===== config.mk =====
export PLATFORM = sky130hd
export DESIGN_NAME = gdfs_ctrl
export DESIGN_NICKNAME = d
export VERILOG_FILES = /design/src/rtl/gdfs_pkg.sv /design/src/rtl/gdfs_ctrl.sv
export SDC_FILE = /design/constraint.sdc
export NUM_CORES = 1
export LEC_CHECK = 0
export BUFFER_PORTS_ARGS = -buffer_cell sky130_fd_sc_hd__buf_2
export CAP_MARGIN = 30
export CORE_MARGIN = 2
export CORE_UTILIZATION = 45
export CTS_CLUSTER_DIAMETER = 120
export DETAILED_ROUTE_END_ITERATION = 12
export GPL_ROUTABILITY_DRIVEN = 0
export GPL_TIMING_DRIVEN = 0
export MAX_ROUTING_LAYER = met4
export PLACE_DENSITY = 0.88
export SYNTH_ARGS = -nofsm -noshare
export SYNTH_HDL_FRONTEND = slang
export SYNTH_SLANG_ARGS = --single-unit

===== constraint.sdc =====
create_clock -name clock -period 2 [get_ports clock]
set_input_delay 0 -clock clock [delete_from_list [all_inputs] [get_ports clock]]
set_output_delay 0 -clock clock [all_outputs]
set_load 0.01 [all_outputs]

===== src/rtl/gdfs_pkg.sv =====
// Shared constants and controller/datapath interface types for the graph DFS engine.
package gdfs_pkg;

   localparam int NODES      = 64;
   localparam int ARCS       = 256;
   localparam int STACK_CAP  = ARCS + 1;
   localparam int NODE_W     = $clog2(NODES);
   localparam int ARC_W      = $clog2(ARCS);
   localparam int CNT_W      = $clog2(ARCS + 1);
   localparam int DEPTH_W    = $clog2(STACK_CAP + 1);
   localparam int SADDR_W    = $clog2(STACK_CAP);

   // operation codes
   localparam logic [1:0] OP_EDGE   = 2'd0;
   localparam logic [1:0] OP_ARC    = 2'd1;
   localparam logic [1:0] OP_SEARCH = 2'd2;

   // controller to datapath
   typedef struct packed {
      logic latch_req;    // capture node_a/node_b
      logic arc_swap;     // source is node_b for the second arc of an edge
      logic arc_rd;       // read last arc of source node
      logic arc_wr;       // link new arc
      logic set_ovf;      // arc dropped
      logic search_init;  // push start node
      logic pop_rd;       // pop top of stack
      logic visit_rd;     // mark popped node, read its node tables
      logic visit_take;   // queue visit result, load arc cursor
      logic tgt_rd;       // read arc target and link
      logic tgt_chk;      // push target if unvisited, advance cursor
      logic emit_flush;   // send held result as the last one
      logic emit_nf;      // send not-found result
   } gdfs_cmd_type;

   // datapath to controller
   typedef struct packed {
      logic full;
      logic start_seen;
      logic depth_zero;
      logic node_seen;
      logic node_has;
      logic at_last;
      logic pend_valid;
      logic rsp_free;
   } gdfs_sts_type;

endpackage


===== src/rtl/gdfs_ctrl.sv =====
// Controller: sequences arc inserts and the stack-driven search.
module gdfs_ctrl (
   input  logic                   clock,
   input  logic                   reset,
   input  logic                   req_valid,
   output logic                   req_ready,
   input  logic [1:0]             req_op,
   output gdfs_pkg::gdfs_cmd_type cmd,
   input  gdfs_pkg::gdfs_sts_type sts
);

   typedef enum logic [3:0] {
      S_IDLE, S_DISPATCH, S_ARC_TRY, S_ARC_WR, S_POP, S_POP_WAIT,
      S_VISIT, S_TGT_RD, S_TGT_CHK, S_FLUSH, S_NOTFOUND
   } state_type;

   state_type  state_ff, state_in;
   logic [1:0] op_ff, op_in;
   logic       swap_ff, swap_in;

   // next state and commands
   always_comb begin
      state_in = state_ff;
      op_in    = op_ff;
      swap_in  = swap_ff;
      cmd      = '0;
      cmd.arc_swap = swap_ff;
      req_ready = (state_ff == S_IDLE);
      case (state_ff)
         S_IDLE: begin
            if (req_valid) begin
               cmd.latch_req = 1'b1;
               op_in    = req_op;
               swap_in  = 1'b0;
               state_in = S_DISPATCH;
            end
         end
         S_DISPATCH: begin
            if (op_ff == gdfs_pkg::OP_EDGE || op_ff == gdfs_pkg::OP_ARC) begin
               state_in = S_ARC_TRY;
            end else if (op_ff == gdfs_pkg::OP_SEARCH) begin
               if (sts.start_seen) begin
                  state_in = S_NOTFOUND;
               end else begin
                  cmd.search_init = 1'b1;
                  state_in = S_POP;
               end
            end else begin
               state_in = S_IDLE;
            end
         end
         S_ARC_TRY: begin
            if (sts.full) begin
               cmd.set_ovf = 1'b1;
               if (op_ff == gdfs_pkg::OP_EDGE && !swap_ff) begin
                  swap_in = 1'b1;
               end else begin
                  state_in = S_IDLE;
               end
            end else begin
               cmd.arc_rd = 1'b1;
               state_in = S_ARC_WR;
            end
         end
         S_ARC_WR: begin
            cmd.arc_wr = 1'b1;
            if (op_ff == gdfs_pkg::OP_EDGE && !swap_ff) begin
               swap_in  = 1'b1;
               state_in = S_ARC_TRY;
            end else begin
               state_in = S_IDLE;
            end
         end
         S_POP: begin
            if (sts.depth_zero) begin
               state_in = S_FLUSH;
            end else begin
               cmd.pop_rd = 1'b1;
               state_in = S_POP_WAIT;
            end
         end
         S_POP_WAIT: begin
            if (sts.node_seen) begin
               state_in = S_POP;
            end else begin
               cmd.visit_rd = 1'b1;
               state_in = S_VISIT;
            end
         end
         S_VISIT: begin
            if (!sts.pend_valid || sts.rsp_free) begin
               cmd.visit_take = 1'b1;
               state_in = sts.node_has ? S_TGT_RD : S_POP;
            end
         end
         S_TGT_RD: begin
            cmd.tgt_rd = 1'b1;
            state_in = S_TGT_CHK;
         end
         S_TGT_CHK: begin
            cmd.tgt_chk = 1'b1;
            state_in = sts.at_last ? S_POP : S_TGT_RD;
         end
         S_FLUSH: begin
            if (sts.rsp_free) begin
               cmd.emit_flush = 1'b1;
               state_in = S_IDLE;
            end
         end
         S_NOTFOUND: begin
            if (sts.rsp_free) begin
               cmd.emit_nf = 1'b1;
               state_in = S_IDLE;
            end
         end
         default: begin
            state_in = S_IDLE;
         end
      endcase
   end

   // state register
   always_ff @(posedge clock) begin
      if (reset) begin
         state_ff <= S_IDLE;
         op_ff    <= gdfs_pkg::OP_EDGE;
         swap_ff  <= 1'b0;
      end else begin
         state_ff <= state_in;
         op_ff    <= op_in;
         swap_ff  <= swap_in;
      end
   end

endmodule


==> results.yml <==
run_status:
  outcome: "finished clean"
yosys:
  synth.distinct_cells: 35
  syn-instance-count: 82
  ys_ff_latch: 7
  synth_area_um2: 614
  yosysTopAreaCellShare_pct: 22.8
  postSynth.asyncResetShare_pct: 0
  synth_top_flop_cell: "dfxtp_1"
  synth_area_per_cell_um2: 7.49
  synthTopCellsByArea: "dfxtp_1 (23%), nor3_1 (5.7%), nor4_1 (5.1%), mux2i_1 (4.9%), nor4b_1 (4.3%)"
  syn_nets: 95
  synth_area_leader_cell: "dfxtp_1"
  synth_edf_count: 0
  synth_common_cells: "dfxtp_1 (7), nor3_1 (7), nor2_1 (6)"
  seq_area_frac_synth_pct: 22.8
  yosysWarnings: 0
floorplan:
  die-area_um2: 1680
  core_um2: 1280
  fp-row-count: 13
  die_w_um: 41.0
  pin_count: 27
  start_util_pct: 47.8
  die_h_um: 41.0
sta:
  hold_viol_final: 0
  post-route-period-util_pct: 83.0
  worstMarginPinSlew_ns: 0.548
  slew_violations: 0
  tns_ns: 0
  setup_viol: 0
  fmax_mhz: 603
  fin_ws_ns: 0.341
  rsz0062_at_grt: "false"
  finClkSkew_ns: 0.00913
  min_period_ns: 1.66
  relSlewSlack_pct: 63.1
detailed_routing:
  drt_wl_total_mm: 1.77
  met2_length_um: 840
  vias: 759
  first_pass_iters: 4
  viasPerCell: 5.88
  met1_length_um: 753
  wl_met3_um: 147
  drt_iter0_drc: 17
  top_layer: "met4"
  drc: 0
  wl_per_cell_um: 13.7
  final_antenna_net_count: 0
power_and_ir_drop:
  p_leak_nw: 0.364
  ir_worst_vdd_mv: 0.620
  powerDensity_nw_per_um2: 1020
  power.total_mw: 0.822
clocking:
  cts-root-buf: "clkbuf_4"
  cts_setup_buffers: 0
  path_clk_slew_ns: 0.06
  cts_resized: 0
  cts_buffers: 3
  clock-sinks: 7
  clk_latency_ns: 0.26
  cts_tree: "done"
  htreeDepth: 1
  postCtsHoldBufs: 2
  clockBufferDepth: 2
final_layout:
  final-seq-area_um2: 140
  drive_gt1_share_pct: 29.8
  finish.utilization_pct: 63.0
  area_delta_synth_final_pct: 31.8
  diodes: 0
  final_cells: 129
  multi_input_area_um2: 412
  nets: 128
  fillers: 121
critical_path:
  end_kind: "flop"
  crit_type: "flop to flop"
  crit_chain: "buf_2 > nor4b_1 > a32o_1 > or3_1 > o31ai_1"
  slowest_stage: "or3_1"
  crit_buf_inv: 1
  crit_fanout: 9
  cp.arrival_ns: 1.82
  slowest_delay_ns: 0.40
  cp.required_ns: 2.16
  crit_family: "compound AO/OA/AOI/OAI gates"
  start_kind: "flop"
global_routing:
  grt_max_degree: 11
  grtUsageTotal_pct: 26.4
  antenna_found_initial: 0
  grt_remaining_overflow: 0
  grt_pass1_wl_mm: 2.80
  grt_pass1_vias: 620
place:
  dpl_worst_slack_ns: 0.369
  dp_cells: 123
  dp_hpwl_mm: 1.29
  port-buffer-count: 26
hold_path:
  min_path_type: "input port to flop"
job:
  maxCapViolCount: 0
-- final timing paths --
kind	slack [ns]	end	from	cells after the start
hold reg to reg	0.53	swap_ff$_SDFFE_PP0P_	swap_ff$_SDFFE_PP0P_	2
hold / removal	0.02	op_ff[1]$_SDFFE_PP0P_	req_op[1]	3
setup / recovery	0.34	state_ff[1]$_SDFFE_PP0P_	state_ff[0]$_SDFFE_PP0P_	5
setup reg to reg	0.34	state_ff[1]$_SDFFE_PP0P_	state_ff[0]$_SDFFE_PP0P_	5
-- power by group --
group | leakage, nW | switching (mW) | internal, mW | total [mW]
Sequential | 0.0572 | 0.0215 | 0.173 | 0.195
Clock | 0.0150 | 0.0536 | 0.0763 | 0.130
Combinational | 0.292 | 0.283 | 0.215 | 0.497
Total | 0.364 | 0.358 | 0.464 | 0.822
-- per-layer routing --
layer,GRT usage [%],vias to the layer above
li1,-,374
met3,9.78,4
met2,37.1,44
met4,15.0,0
met5,-,-
met1,31.9,337
-- cells in the final DEF, fill, tap and decap left out, drive strengths merged --
| master | instances |
|---|---|
| a21oi | 2 |
| a22o | 1 |
| a2bb2oi | 2 |
| a31oi | 1 |
| a32o | 1 |
| and2 | 1 |
| and2b | 1 |
| and3b | 1 |
| buf | 31 |
| clkbuf | 7 |
| dfxtp | 7 |
| dlygate4sd3 | 2 |
| inv | 4 |
| mux2i | 3 |
| nand2 | 4 |
| nand2b | 3 |
| nand3 | 3 |
| nand4b | 1 |
| nor2 | 6 |
| nor2b | 2 |
| nor3 | 7 |
| nor3b | 2 |
| nor4 | 5 |
| nor4b | 3 |
| nor4bb | 2 |
| o211ai | 1 |
| o21a | 1 |
| o21ai | 3 |
| o311ai | 1 |
| o31ai | 2 |
| or3 | 1 |
| or4 | 1 |
| or4b | 1 |
| xnor2 | 1 |
-- flip-flops by register name, indices dropped and copies added, names as in the netlist --
name and cells:
op_ff 2, state_ff 4, swap_ff 1
-- metrics by stage --
step / hold WS [ns] / instance area [µm²]
3_3_place_gp: 0.232 / 763
5_1_grt: 0.0472 / 810
2_1_floorplan: 0.0504 / 614
3_5_place_dp: 0.241 / 763
4_1_cts: 0.0188 / 810
6_report: 0.0165 / 810
-- layout make-up --
class | count | share of cell area, %
timing repair buffer | 28 | 18.5
tap | 15 | 2.32
multi-input combinational | 63 | 50.9
buffer | 8 | 5.87
sequential | 7 | 17.3
inverter | 4 | 1.85
clock buffer | 4 | 3.25
-- tightest hold or removal path, stage by stage --
cell	delay (ns)
buf_2	0.07
mux2i_1	0.06
nor2_1	0.09
-- cell families after synthesis --
family	after synthesis	share of synthesized area, %
AND/OR/NAND/NOR	44	43.4
buffers and inverters	12	10.2
XOR/XNOR	1	1.43
multiplexers	3	4.89
flip-flops	7	22.8
AO/OA/AOI/OAI	15	17.3
Power figures use the tool's default switching activity.
